## config.mk

```make
export PLATFORM = sky130hd
export DESIGN_NAME = lisp_token_lexer_core
export DESIGN_NICKNAME = d
export VERILOG_FILES = /design/src/design/llex_pkg.sv /design/src/design/llex_front.sv /design/src/design/llex_queue.sv /design/src/design/llex_back.sv /design/src/design/lisp_token_lexer_core.sv
export SDC_FILE = /design/constraint.sdc
export NUM_CORES = 1
export LEC_CHECK = 0
export ABC_CLOCK_PERIOD_IN_PS = 4350
export BUFFER_PORTS_ARGS = -buffer_cell sky130_fd_sc_hd__buf_4
export CAP_MARGIN = 5
export CORE_MARGIN = 3
export CORE_UTILIZATION = 60
export CTS_CLUSTER_SIZE = 25
export DETAILED_ROUTE_END_ITERATION = 10
export GPL_ROUTABILITY_DRIVEN = 0
export PLACE_DENSITY = 0.78
export SETUP_SLACK_MARGIN = 0.3
export SLEW_MARGIN = 20
export SYNTH_ARGS = -nofsm -noshare
export SYNTH_HDL_FRONTEND = slang
export SYNTH_SLANG_ARGS = --single-unit
```

## constraint.sdc

```tcl
create_clock -name i_clk -period 4.35 [get_ports i_clk]
set_input_delay 0.6525 -clock i_clk [delete_from_list [all_inputs] [get_ports i_clk]]
set_output_delay 0.6525 -clock i_clk [all_outputs]
set_load 0.05 [all_outputs]
```

## src/design/llex_pkg.sv

```systemverilog
// Shared types, field widths and character constants for the s-expression token lexer.
`timescale 1ns / 1ps
`default_nettype none

package llex_pkg;

    localparam int OFFSET_BITS = 16;
    localparam int LENGTH_BITS = 12;

    localparam logic [LENGTH_BITS-1:0] LEN_MAX = '1;

    localparam logic [3:0] KIND_LPAREN = 4'd0;
    localparam logic [3:0] KIND_RPAREN = 4'd1;
    localparam logic [3:0] KIND_LBRACE = 4'd2;
    localparam logic [3:0] KIND_RBRACE = 4'd3;
    localparam logic [3:0] KIND_NUMBER = 4'd4;
    localparam logic [3:0] KIND_SYMBOL = 4'd5;
    localparam logic [3:0] KIND_STRING = 4'd6;
    localparam logic [3:0] KIND_END    = 4'd7;
    localparam logic [3:0] KIND_ERROR  = 4'd8;

    localparam logic [1:0] ERR_NONE       = 2'd0;
    localparam logic [1:0] ERR_UNTERM_STR = 2'd1;
    localparam logic [1:0] ERR_UNEXPECTED = 2'd2;

    localparam logic [7:0] CH_LF     = 8'h0A;
    localparam logic [7:0] CH_SPACE  = 8'h20;
    localparam logic [7:0] CH_QUOTE  = 8'h22;
    localparam logic [7:0] CH_LPAREN = 8'h28;
    localparam logic [7:0] CH_RPAREN = 8'h29;
    localparam logic [7:0] CH_DOT    = 8'h2E;
    localparam logic [7:0] CH_SEMI   = 8'h3B;
    localparam logic [7:0] CH_BSLASH = 8'h5C;
    localparam logic [7:0] CH_LBRACE = 8'h7B;
    localparam logic [7:0] CH_RBRACE = 8'h7D;

    typedef struct packed {
        logic [7:0] text_byte;
        logic       end_of_text;
    } t_in_word;

    typedef struct packed {
        logic [3:0]             token_kind;
        logic [OFFSET_BITS-1:0] token_start;
        logic [LENGTH_BITS-1:0] token_length;
        logic [1:0]             error_code;
        logic                   run_last;
    } t_out_word;

    // One queue entry carries every token that a single input word produced.
    typedef struct packed {
        logic      two;
        t_out_word tok0;
        t_out_word tok1;
    } t_entry;

    typedef struct packed {
        logic full;
        logic empty;
    } t_q_stat;

    function automatic logic is_space(input logic [7:0] b);
        return (b == CH_SPACE) || (b inside {[8'h09:8'h0D]});
    endfunction

    function automatic logic is_digit(input logic [7:0] b);
        return b inside {[8'h30:8'h39]};
    endfunction

    function automatic logic is_symbyte(input logic [7:0] b);
        return (b inside {[8'h30:8'h39], [8'h41:8'h5A], [8'h61:8'h7A],
                          8'h21, 8'h24, 8'h25, 8'h26, 8'h2A, 8'h2B, 8'h2D, 8'h2F,
                          8'h3A, 8'h3C, 8'h3D, 8'h3E, 8'h3F, 8'h40, 8'h5C, 8'h5E,
                          8'h5F, 8'h7E});
    endfunction

endpackage

`default_nettype wire

```

## src/design/llex_front.sv

```systemverilog
// Front end: accepts source bytes, classifies them and keeps the lexer mode and pending token.
`timescale 1ns / 1ps
`default_nettype none

module llex_front import llex_pkg::*; (
    input  logic     i_clk,
    input  logic     i_rst_n,
    input  logic     i_in_valid,
    input  t_in_word i_in_word,
    input  t_q_stat  i_q_stat,
    output logic     o_in_stall,
    output logic     o_push,
    output t_entry   o_entry
);

    typedef enum logic [5:0] {
        M_IDLE    = 6'b000001,
        M_COMMENT = 6'b000010,
        M_NUMBER  = 6'b000100,
        M_SYMBOL  = 6'b001000,
        M_STRING  = 6'b010000,
        M_STRESC  = 6'b100000
    } t_mode;

    t_mode                  r_mode, n_mode, il_mode;
    logic [OFFSET_BITS-1:0] r_pos, n_pos;
    logic [OFFSET_BITS-1:0] r_pstart, n_pstart;
    logic [LENGTH_BITS-1:0] r_plen, n_plen, plen_inc;
    logic                   accept, il_emit, il_begin, use_idle;
    logic                   f_valid, s_valid;
    t_out_word              il_tok, f_tok, s_tok;
    logic [7:0]             b;

    assign accept     = i_in_valid && !i_q_stat.full;
    assign o_in_stall = i_q_stat.full;
    assign b          = i_in_word.text_byte;
    assign plen_inc   = (r_plen == LEN_MAX) ? r_plen : r_plen + 1'b1;

    // Decision for a byte seen between tokens.
    always_comb begin
        il_emit              = 1'b0;
        il_begin             = 1'b0;
        il_mode              = M_IDLE;
        il_tok               = '0;
        il_tok.token_start   = r_pos;
        il_tok.token_length  = LENGTH_BITS'(1);
        il_tok.error_code    = ERR_NONE;
        if (!is_space(b)) begin
            case (b)
                CH_SEMI: il_mode = M_COMMENT;
                CH_LPAREN: begin
                    il_emit           = 1'b1;
                    il_tok.token_kind = KIND_LPAREN;
                end
                CH_RPAREN: begin
                    il_emit           = 1'b1;
                    il_tok.token_kind = KIND_RPAREN;
                end
                CH_LBRACE: begin
                    il_emit           = 1'b1;
                    il_tok.token_kind = KIND_LBRACE;
                end
                CH_RBRACE: begin
                    il_emit           = 1'b1;
                    il_tok.token_kind = KIND_RBRACE;
                end
                CH_QUOTE: begin
                    il_begin = 1'b1;
                    il_mode  = M_STRING;
                end
                default: begin
                    if (is_digit(b)) begin
                        il_begin = 1'b1;
                        il_mode  = M_NUMBER;
                    end else if (is_symbyte(b)) begin
                        il_begin = 1'b1;
                        il_mode  = M_SYMBOL;
                    end else begin
                        il_emit           = 1'b1;
                        il_tok.token_kind = KIND_ERROR;
                        il_tok.error_code = ERR_UNEXPECTED;
                    end
                end
            endcase
        end
    end

    always_comb begin
        n_mode             = r_mode;
        n_pos              = r_pos + 1'b1;
        n_pstart           = r_pstart;
        n_plen             = r_plen;
        use_idle           = 1'b0;
        f_valid            = 1'b0;
        s_valid            = 1'b0;
        f_tok              = '0;
        f_tok.token_start  = r_pstart;
        f_tok.token_length = r_plen;
        f_tok.error_code   = ERR_NONE;
        s_tok              = '0;

        if (i_in_word.end_of_text) begin
            case (r_mode)
                M_NUMBER: begin
                    f_valid          = 1'b1;
                    f_tok.token_kind = KIND_NUMBER;
                end
                M_SYMBOL: begin
                    f_valid          = 1'b1;
                    f_tok.token_kind = KIND_SYMBOL;
                end
                M_STRING, M_STRESC: begin
                    f_valid          = 1'b1;
                    f_tok.token_kind = KIND_ERROR;
                    f_tok.error_code = ERR_UNTERM_STR;
                end
                default: f_valid = 1'b0;
            endcase
            s_valid            = 1'b1;
            s_tok.token_kind   = KIND_END;
            s_tok.token_start  = r_pos;
            s_tok.token_length = '0;
            s_tok.error_code   = ERR_NONE;
            n_mode             = M_IDLE;
            n_pos              = '0;
            n_pstart           = '0;
            n_plen             = '0;
        end else begin
            case (r_mode)
                M_COMMENT: begin
                    if (b == CH_LF) begin
                        n_mode = M_IDLE;
                    end
                end
                M_NUMBER: begin
                    if (is_digit(b) || b == CH_DOT) begin
                        n_plen = plen_inc;
                    end else begin
                        f_valid          = 1'b1;
                        f_tok.token_kind = KIND_NUMBER;
                        use_idle         = 1'b1;
                    end
                end
                M_SYMBOL: begin
                    if (is_symbyte(b)) begin
                        n_plen = plen_inc;
                    end else begin
                        f_valid          = 1'b1;
                        f_tok.token_kind = KIND_SYMBOL;
                        use_idle         = 1'b1;
                    end
                end
                M_STRING: begin
                    n_plen = plen_inc;
                    if (b == CH_QUOTE) begin
                        f_valid            = 1'b1;
                        f_tok.token_kind   = KIND_STRING;
                        f_tok.token_length = plen_inc;
                        n_mode             = M_IDLE;
                    end else if (b == CH_BSLASH) begin
                        n_mode = M_STRESC;
                    end
                end
                M_STRESC: begin
                    n_plen = plen_inc;
                    n_mode = M_STRING;
                end
                default: use_idle = 1'b1;
            endcase
            if (use_idle) begin
                s_valid = il_emit;
                s_tok   = il_tok;
                n_mode  = il_mode;
                if (il_begin) begin
                    n_pstart = r_pos;
                    n_plen   = LENGTH_BITS'(1);
                end
            end
        end
    end

    // Pack the tokens of this word so that the first one always sits in slot zero.
    always_comb begin
        o_entry = '0;
        if (f_valid) begin
            o_entry.two           = s_valid;
            o_entry.tok0          = f_tok;
            o_entry.tok0.run_last = !s_valid;
            o_entry.tok1          = s_tok;
            o_entry.tok1.run_last = 1'b1;
        end else begin
            o_entry.two           = 1'b0;
            o_entry.tok0          = s_tok;
            o_entry.tok0.run_last = 1'b1;
            o_entry.tok1          = s_tok;
            o_entry.tok1.run_last = 1'b1;
        end
        o_push = accept && (f_valid || s_valid);
    end

    always_ff @(posedge i_clk) begin
        if (!i_rst_n) begin
            r_mode   <= M_IDLE;
            r_pos    <= '0;
            r_pstart <= '0;
            r_plen   <= '0;
        end else if (accept) begin
            r_mode   <= n_mode;
            r_pos    <= n_pos;
            r_pstart <= n_pstart;
            r_plen   <= n_plen;
        end
    end

`ifndef SYNTH
    // An end word returns the lexer to its reset state.
    a_end_clears: assert property (@(posedge i_clk) disable iff (!i_rst_n)
        accept && i_in_word.end_of_text |=> r_mode == M_IDLE && r_pos == '0 && r_plen == '0)
        else $error("lexer state not cleared after end of text");

    // Every ordinary byte advances the offset by one.
    a_pos_step: assert property (@(posedge i_clk) disable iff (!i_rst_n)
        accept && !i_in_word.end_of_text |=> r_pos == $past(r_pos) + 1'b1)
        else $error("byte offset did not advance");
`endif

endmodule

`default_nettype wire

```

## src/design/llex_queue.sv

```systemverilog
// Short queue of token entries between the lexer front end and the output stage.
`timescale 1ns / 1ps
`default_nettype none

module llex_queue import llex_pkg::*; #(
    parameter int DEPTH = 4
) (
    input  logic    i_clk,
    input  logic    i_rst_n,
    input  logic    i_push,
    input  t_entry  i_entry,
    input  logic    i_pop,
    output t_entry  o_head,
    output t_q_stat o_stat
);

    localparam int PTR_W = (DEPTH > 1) ? $clog2(DEPTH) : 1;
    localparam int CNT_W = $clog2(DEPTH + 1);
    localparam logic [PTR_W-1:0] LAST_PTR = PTR_W'(DEPTH - 1);
    localparam logic [CNT_W-1:0] FULL_CNT = CNT_W'(DEPTH);

    t_entry             r_mem [DEPTH];
    logic [PTR_W-1:0]   r_wr, r_rd;
    logic [CNT_W-1:0]   r_count;

    assign o_head       = r_mem[r_rd];
    assign o_stat.full  = (r_count == FULL_CNT);
    assign o_stat.empty = (r_count == '0);

    always_ff @(posedge i_clk) begin
        if (i_push) begin
            r_mem[r_wr] <= i_entry;
        end
    end

    always_ff @(posedge i_clk) begin
        if (!i_rst_n) begin
            r_wr    <= '0;
            r_rd    <= '0;
            r_count <= '0;
        end else begin
            if (i_push) begin
                r_wr <= (r_wr == LAST_PTR) ? '0 : r_wr + 1'b1;
            end
            if (i_pop) begin
                r_rd <= (r_rd == LAST_PTR) ? '0 : r_rd + 1'b1;
            end
            if (i_push && !i_pop) begin
                r_count <= r_count + 1'b1;
            end else if (i_pop && !i_push) begin
                r_count <= r_count - 1'b1;
            end
        end
    end

`ifndef SYNTH
    a_no_overflow: assert property (@(posedge i_clk) disable iff (!i_rst_n)
        i_push |-> !o_stat.full || i_pop)
        else $error("word pushed into a full queue");

    a_no_underflow: assert property (@(posedge i_clk) disable iff (!i_rst_n)
        i_pop |-> !o_stat.empty)
        else $error("word popped from an empty queue");
`endif

endmodule

`default_nettype wire

```

## src/design/llex_back.sv

```systemverilog
// Back end: unpacks queued entries into single token words behind an output register.
`timescale 1ns / 1ps
`default_nettype none

module llex_back import llex_pkg::*; (
    input  logic      i_clk,
    input  logic      i_rst_n,
    input  t_entry    i_head,
    input  t_q_stat   i_q_stat,
    output logic      o_pop,
    output logic      o_out_valid,
    input  logic      i_out_stall,
    output t_out_word o_out_word
);

    logic      r_valid, n_valid;
    logic      r_second, n_second;
    t_out_word r_word, n_word;
    logic      load;

    assign load        = !r_valid || !i_out_stall;
    assign o_out_valid = r_valid;
    assign o_out_word  = r_word;

    always_comb begin
        n_valid  = r_valid;
        n_second = r_second;
        n_word   = r_word;
        o_pop    = 1'b0;
        if (load) begin
            n_valid = !i_q_stat.empty;
            if (!i_q_stat.empty) begin
                n_word   = r_second ? i_head.tok1 : i_head.tok0;
                o_pop    = r_second || !i_head.two;
                n_second = i_head.two && !r_second;
            end
        end
    end

    always_ff @(posedge i_clk) begin
        if (!i_rst_n) begin
            r_valid  <= 1'b0;
            r_second <= 1'b0;
        end else begin
            r_valid  <= n_valid;
            r_second <= n_second;
        end
    end

    always_ff @(posedge i_clk) begin
        r_word <= n_word;
    end

`ifndef SYNTH
    // The second half of an entry is only pending while that entry is still queued.
    a_second_held: assert property (@(posedge i_clk) disable iff (!i_rst_n)
        r_second |-> !i_q_stat.empty && i_head.two)
        else $error("second token pending without a two-token entry");
`endif

endmodule

`default_nettype wire

```

## src/design/lisp_token_lexer_core.sv

```systemverilog
// Top level of the streaming s-expression token lexer.
//
//   Channel | Direction | Handshake                    | Word
//   --------+-----------+------------------------------+------------------------
//   in      | to core   | i_in_valid / o_in_stall      | i_in_word  (t_in_word)
//   out     | from core | o_out_valid / i_out_stall    | o_out_word (t_out_word)
//
// One source word is accepted per cycle while the token queue has room.
// The output register moves one token per cycle while i_out_stall is low, so a word that yields two
// tokens holds its queue entry until both have left, and a run of such words fills the queue and slows the input.
// The first token of a word reaches the output through the queue and then the output register.
// Reset is synchronous and active low; it empties the queue and returns the lexer to idle.
// Input stall rises only when the QUEUE_DEPTH entry queue is full.
`timescale 1ns / 1ps
`default_nettype none

module lisp_token_lexer_core import llex_pkg::*; #(
    parameter int QUEUE_DEPTH = 4
) (
    input  logic      i_clk,
    input  logic      i_rst_n,
    input  logic      i_in_valid,
    output logic      o_in_stall,
    input  t_in_word  i_in_word,
    output logic      o_out_valid,
    input  logic      i_out_stall,
    output t_out_word o_out_word
);

    t_q_stat q_stat;
    t_entry  push_entry, head_entry;
    logic    push, pop;

    llex_front u_front (
        .i_clk      (i_clk),
        .i_rst_n    (i_rst_n),
        .i_in_valid (i_in_valid),
        .i_in_word  (i_in_word),
        .i_q_stat   (q_stat),
        .o_in_stall (o_in_stall),
        .o_push     (push),
        .o_entry    (push_entry)
    );

    llex_queue #(
        .DEPTH (QUEUE_DEPTH)
    ) u_queue (
        .i_clk   (i_clk),
        .i_rst_n (i_rst_n),
        .i_push  (push),
        .i_entry (push_entry),
        .i_pop   (pop),
        .o_head  (head_entry),
        .o_stat  (q_stat)
    );

    llex_back u_back (
        .i_clk       (i_clk),
        .i_rst_n     (i_rst_n),
        .i_head      (head_entry),
        .i_q_stat    (q_stat),
        .o_pop       (pop),
        .o_out_valid (o_out_valid),
        .i_out_stall (i_out_stall),
        .o_out_word  (o_out_word)
    );

endmodule

`default_nettype wire

```

Word level (Yosys, flattened, before mapping)
Memories as Yosys holds them, arrays and structs flattened. A register that Yosys moved wholly into a read port is not among the register bits.
Index checks and enable logic that the tools add are counted.
{ "totals": {"inputBits": 13, "ramBits": 284, "regBits": 94, "mem_count": 1, "wordCells": 179, "out_inout_bits": 37} }
{ "memory_table": {"columns": ["name", "depth", "word_bits", "rd", "rd_clocked_by_memory_dff", "write_ports", "line_no", "text"], "rows": [
  ["u_queue.r_mem", 4, 71, 1, 1, 1, "llex_queue.sv:22", "t_entry r_mem [DEPTH];"]
]} }
{ "classes": {"n_addsub": 6, "n_eq_ne": 38, "reduce_logical": 40, "muxes": 71, "bitwise": 1, "magnitude_cmp": 8} }
{ "ops": {"columns": ["cell", "n"], "rows": [
  ["equality test 8 x 6 -> 1 bit (second input constant)", 19],
  ["2-to-1 mux 12 bit", 9],
  ["2-to-1 mux 71 bit", 1],
  ["2-to-1 mux 35 bit", 2],
  ["2-to-1 mux 16 bit", 4],
  ["equality test 8 x 7 -> 1 bit (second input constant)", 7],
  ["2-to-1 mux 6 bit", 7],
  ["case mux 12 bit (3 select lines)", 1],
  ["case mux 6 bit (3 select lines)", 2],
  ["2-to-1 mux 34 bit", 1],
  ["case mux 4 bit (3 select lines)", 2],
  ["nonzero test 21 bit", 1],
  ["2-to-1 mux 4 bit", 5],
  ["2-to-1 mux 1 bit", 19],
  ["adder 16 x 1 -> 16 bit (second input constant)", 1],
  [">= comparator 8 x 7 -> 1 bit (second input constant)", 2],
  ["<= comparator 8 x 7 -> 1 bit (second input constant)", 2],
  ["2-to-1 mux 2 bit", 8],
  ["case mux 4 bit (4 select lines)", 1],
  ["2-to-1 mux 3 bit", 5],
  ["adder 12 x 1 -> 12 bit (second input constant)", 1],
  ["equality test 12 bit (second input constant)", 1],
  ["logical AND 1 bit", 9],
  ["logical NOT 1 bit", 9],
  ["other kinds (32)", 45]
]} }

Longest topological paths before layout
{ "depth": {"depth_word": 15, "ltp_mapped": 13, "depth_no_buf": 12} }

Hierarchy
From an unflattened synthesis, not the netlist that was laid out.
{ "hier_totals": {"cells_unflattened": 952, "area_unflattened_um2": 15959.1} }
{ "by_module_without_submodules": {"columns": ["module", "area_each_um2", "cells_per_inst", "n_inst", "seq_area_each_um2"], "rows": [
  ["llex_queue", 10779.1, 415, 1, 8708.4],
  ["llex_front", 3543.4, 453, 1, 1001.0],
  ["llex_back", 1636.6, 84, 1, 1091.0]
]} }

Worst setup path before layout
OpenSTA, ideal clock, no wires.
{ "synth_path": {"path_type": "input -> register", "from": "input i_in_word[1] (netlist name)", "to": "memory u_queue.r_mem[3][15] (netlist name), enable pin", "setup_time_ps": 422, "slack_ps": 307, "n_path_buf": 1, "path_stages": 8, "required_ps": 3928, "arrival_ps": 3621, "cell_sequence": "clkbuf_1 > nor3_1 > nand2_1 > a41o_1 > nor3_4 > o211ai_1 > a21oi_2 > and2_1"} }
{ "synth_via": {"elab_chain_len": 13} }
{ "synth_lines": {"columns": ["element", "line_no", "text"], "rows": [
  ["start, declared", "lisp_token_lexer_core.sv:24", "input t_in_word i_in_word,"],
  [">= comparator 8 x 6 -> 1 bit (tied with other cells)", "llex_pkg.sv:67, llex_pkg.sv:71", null],
  ["logical AND 1 bit (on tied branches)", "llex_pkg.sv:67, llex_pkg.sv:71", null],
  ["nonzero test 21 bit", "llex_pkg.sv:71", "return (b inside {[8'h30:8'h39], [8'h41:8'h5A], [8'h61:8'h7A],"],
  ["2-to-1 mux 1 bit", "llex_front.sv:75, llex_front.sv:145", null],
  ["2-to-1 mux 1 bit", "llex_front.sv:72", "if (is_digit(b)) begin"],
  ["case mux 1 bit (2 select lines)", "llex_front.sv:49", "case (b)"],
  ["2-to-1 mux 1 bit", "llex_front.sv:48", "if (!is_space(b)) begin"],
  ["2-to-1 mux 1 bit", "llex_front.sv:170", "if (use_idle) begin"],
  ["2-to-1 mux 1 bit", "llex_front.sv:102", "if (i_in_word.end_of_text) begin"],
  ["logical OR 1 bit (*)", "llex_front.sv:198", "o_push = accept && (f_valid || s_valid);"],
  ["logical AND 1 bit (*)", "llex_front.sv:198", null],
  ["named net push", "lisp_token_lexer_core.sv:32", "logic push, pop;"],
  ["2-to-1 mux 1 bit (*)", "llex_queue.sv:31", "if (i_push) begin"],
  ["2-to-1 mux 1 bit (implied by the code) (*)", "llex_queue.sv:32", "r_mem[r_wr] <= i_entry;"],
  ["end, declared", "llex_queue.sv:22", null]
]} }
The timed path passes the listed nets; every way through them passes the cells marked *. The select of a mux whose other input is x is not followed.

Worst setup path after layout
{ "layout_path": {"from": "register u_front.r_mode[5]", "to": "register u_queue.r_count[2]"} }
{ "layout_via": {"elab_chain_len": 11} }
{ "layout_lines": {"columns": ["element", "line_no", "text"], "rows": [
  ["start, declared", "llex_front.sv:25", "t_mode r_mode, n_mode, il_mode;"],
  ["start signal, assigned", "llex_front.sv:208", "r_mode <= n_mode;"],
  ["equality test 6 bit (tied with other cells)", "llex_front.sv:103, llex_front.sv:129", null],
  ["OR reduction 3 bit (no source line)", null, null],
  ["case mux 1 bit (3 select lines)", "llex_front.sv:129", "case (r_mode)"],
  ["2-to-1 mux 1 bit", "llex_front.sv:102", null],
  ["2-to-1 mux 1 bit", "llex_front.sv:170", null],
  ["2-to-1 mux 1 bit", "llex_front.sv:102", null],
  ["logical OR 1 bit (*)", "llex_front.sv:198", null],
  ["logical AND 1 bit (*)", "llex_front.sv:198", null],
  ["named net push", "lisp_token_lexer_core.sv:32", null],
  ["logical NOT 1 bit", "llex_queue.sv:50", "end else if (i_pop && !i_push) begin"],
  ["logical AND 1 bit", "llex_queue.sv:50", null],
  ["nonzero test 2 bit (no source line)", null, null],
  ["end signal, assigned", "llex_queue.sv:49", "r_count <= r_count + 1'b1;"],
  ["end signal, assigned", "llex_queue.sv:51", "r_count <= r_count - 1'b1;"],
  ["end, declared", "llex_queue.sv:24", "logic [CNT_W-1:0] r_count;"]
]} }
Marked as above.
A chain may end at the register's enable or synchronous reset.

==> flow_summary.json <==
{
  "status": "completed",
  "clk_pin_slew_worst_paths_ns": 0.06,
  "grt_overflow": 0,
  "post-route-period-util": 0.8636,
  "rsz0062_at_grt": "no",
  "die_w_um": 157.5,
  "gr-usage-all-layers": 0.2357,
  "synth_top_area_cell": "edfxtp_1",
  "wl_per_cell_um": 21.92,
  "fin_area_um2": 15560,
  "cp_max_fo": 10,
  "crit_required_ns": 4.77,
  "vdd_drop_max_uv": 600.5,
  "fill_cells": 1427,
  "first_pass_iters": 5,
  "dp.final_hpwl_um": 16360,
  "max-slew-margin-rel": 0.3795,
  "area_delta_synth_final_pct": 12.90,
  "cts_tree": "yes",
  "syn-num-nets": 952,
  "crit_path_end_kind": "flop",
  "skew_ns": 0.01247,
  "antenna_found_initial": 0,
  "drv_cap": 0,
  "hp-class": "in2reg",
  "initial_core_util": 0.6218,
  "synth-edff-count": 267,
  "cts_max_path_buffers": 3,
  "die-area_um2": 24820,
  "layout.nets": 1006,
  "drtAntennaViolNets": 0,
  "htree_num_levels": 2,
  "post_cts_buffers": 0,
  "synth_most_common_cell": "edfxtp_1",
  "fin_tns_setup_ns": 0,
  "worstSetupPathType": "reg2reg",
  "die_y_um": 157.5,
  "drc_errors": 0,
  "synthCells": 930,
  "diodes": 0,
  "start_kind": "flop",
  "fmax_mhz": 266.2,
  "ys_seq_elements": 328,
  "port_buffers": 49,
  "yosysSeqAreaShare": 0.6705,
  "avgSynthCellArea_um2": 14.82,
  "totalWireLength_um": 28260,
  "cts_sinks": 328,
  "reg2reg_from": "u_front.r_mode[5]",
  "yosys-top-cells-area": "edfxtp_1 (58%), mux4_2 (9.5%), dfxtp_1 (8.9%), nand2_1 (3.3%), and2_1 (1.8%)",
  "setup.worst_path.start": "u_front.r_mode[5]",
  "worstMarginPinSlew_ns": 0.9236,
  "synth.top_cell.area_share": 0.5819,
  "fin_crit_ns": 3.757,
  "via_per_inst": 6.310,
  "arrival_ns": 4.18,
  "dr.first_iter.drc_count": 829,
  "grt_pass1_wl_um": 45330,
  "ctsResizeCount": 0,
  "synth_ff_type": "edfxtp_1",
  "cellPowerDensity_nw_per_um2": 606.9,
  "grt_start_max_net_pins": 59,
  "grt_pass1_vias": 8189,
  "cts_root_buf": "clkbuf_16",
  "rows": 54,
  "ctsHoldBuffers": 0,
  "numCtsBuffers": 34,
  "drive_gt1_frac": 0.2101,
  "yosys-top-cells-count": "edfxtp_1 (267), nand2_1 (122), dfxtp_1 (61)",
  "yosys_warnings": 0,
  "synthDistinctLibCells": 69,
  "io_pins": 50,
  "core_um2": 22160,
  "hp-start": "i_out_stall",
  "slew_viol_final": 0,
  "hold_viol_final": 0,
  "setup_violations": 0,
  "async_flop_share": 0,
  "p_leak_nw": 5.317,
  "synthesis.area_um2": 13780,
  "placed_cell_area_um2": 14440,
  "clk_latency_ns": 0.51,
  "vias": 8133
}
## placed cells by master (no fill, tap or decap), types with 4 or more instances in the layout
cell type  count
buf_4         63
clkbuf_8       5
clkinv_1       4
nor2_1        46
edfxtp_1     267
and2_1        35
a32o_1         5
and3_1        18
a21oi_1       18
nor3b_1        5
clkbuf_1      10
mux2_2        18
nand2_1      122
a21o_1         6
nor2b_1        8
clkbuf_16     35
o21ai_0       17
nand3_1       32
mux2i_1        5
nor4b_1        4
a22o_1        17
ha_1           8
nor3_1        16
inv_1         10
dfxtp_1       59
and2_2         4
xor2_1        15
xnor2_1        8
nand4_1        9
or3_1          6
nor4_1         4
mux4_2        58
a31oi_1        4
## cell type report
cell class                      instances  area (um2)  area share
Clock inverter                         11       133.9    0.008605
Tap cell                              280       350.3     0.02252
Clock buffer                           50       982.2     0.06313
Sequential cell                       328        9244      0.5942
Multi-Input combinational cell        544        4293      0.2759
Inverter                               11       41.29    0.002654
Timing Repair Buffer                   65       513.0     0.03297
## critical path: stages (launching register included)
cell      delay, ns
dfxtp_1        0.39
or4_4          0.57
or3b_4         0.44
nor3_4         0.33
o211ai_1       0.24
a21oi_2        0.41
ha_1           0.25
inv_1          0.06
fa_1           0.37
xor2_1         0.15
or3_1          0.30
a21oi_1        0.15
## sequential cells by signal, summed over array words and instances (netlist names), named ones only
register,flops
u_queue.r_rd,2
u_front.r_plen,12
u_queue.r_wr,2
u_queue.r_mem,232
u_queue.r_count,3
u_front.r_mode,6
u_back.o_out_word,35
u_back.o_out_valid,1
u_back.r_second,1
u_front.r_pos,16
u_front.r_pstart,16
## path summary, 6_finish.rpt
| path | end | slack, ns | cells past startpoint |
|---|---|---|---|
| max | u_queue.r_count[2] | 0.59 | 11 |
| min | u_back.o_out_valid | 0.44 | 3 |
| max reg2reg | u_queue.r_count[2] | 0.59 | 11 |
| min reg2reg | u_front.r_pstart[7] | 0.47 | 1 |
## where the power goes
group,leakage (nW),switching [W],internal [W],total (W)
Sequential,2.91,0.000197,0.00392,0.00411
Combinational,1.86,0.00154,0.000908,0.00245
Clock,0.547,0.00114,0.00175,0.00288
Total,5.32,0.00287,0.00657,0.00944
## through the flow
| stage | utilization | hold slack, ns | total power (W) | worst slack (ns) | instances |
|---|---|---|---|---|---|
| 3_5_place_dp | 0.6516 | 0.4578 | 0.006651 | 0.5635 | 1228 |
| 3_3_place_gp | 0.6516 | 0.4529 | 0.006603 | 0.7035 | 1228 |
| 5_1_grt | 0.7020 | 0.4378 | 0.009836 | 0.4253 | 1289 |
| 4_1_cts | 0.7020 | 0.4279 | 0.009531 | 0.6453 | 1289 |
| 2_1_floorplan | - | 0.4383 | 0.005942 | 0.3074 | 930 |
| 6_report | 0.7020 | 0.4390 | 0.009442 | 0.5932 | 1289 |
## per-layer routing
layer,up-vias,wire [um],part of all wire,track usage
li1,3681,-,-,-
met1,4072,12270,0.43,0.3397
met2,329,13430,0.48,0.3747
met3,51,1936,0.069,0.04179
met4,0,623,0.022,0.07231
met5,-,0,0,0
## cell families (layout without fill, tap and decap cells)
logic type                 Yosys count  after routing  share of synthesized area
DFF                                328            328                     0.6705
and+or+nand+nor                    329            329                     0.1192
adders and majority gates            9              9                   0.008717
AOI/OAI and AO/OA                  102            102                    0.05466
muxes                               81             81                     0.1131
buffers and inverters               58            137                    0.01916
xor gates and xnor gates            23             23                    0.01462
Power figures use the tool's default switching activity.
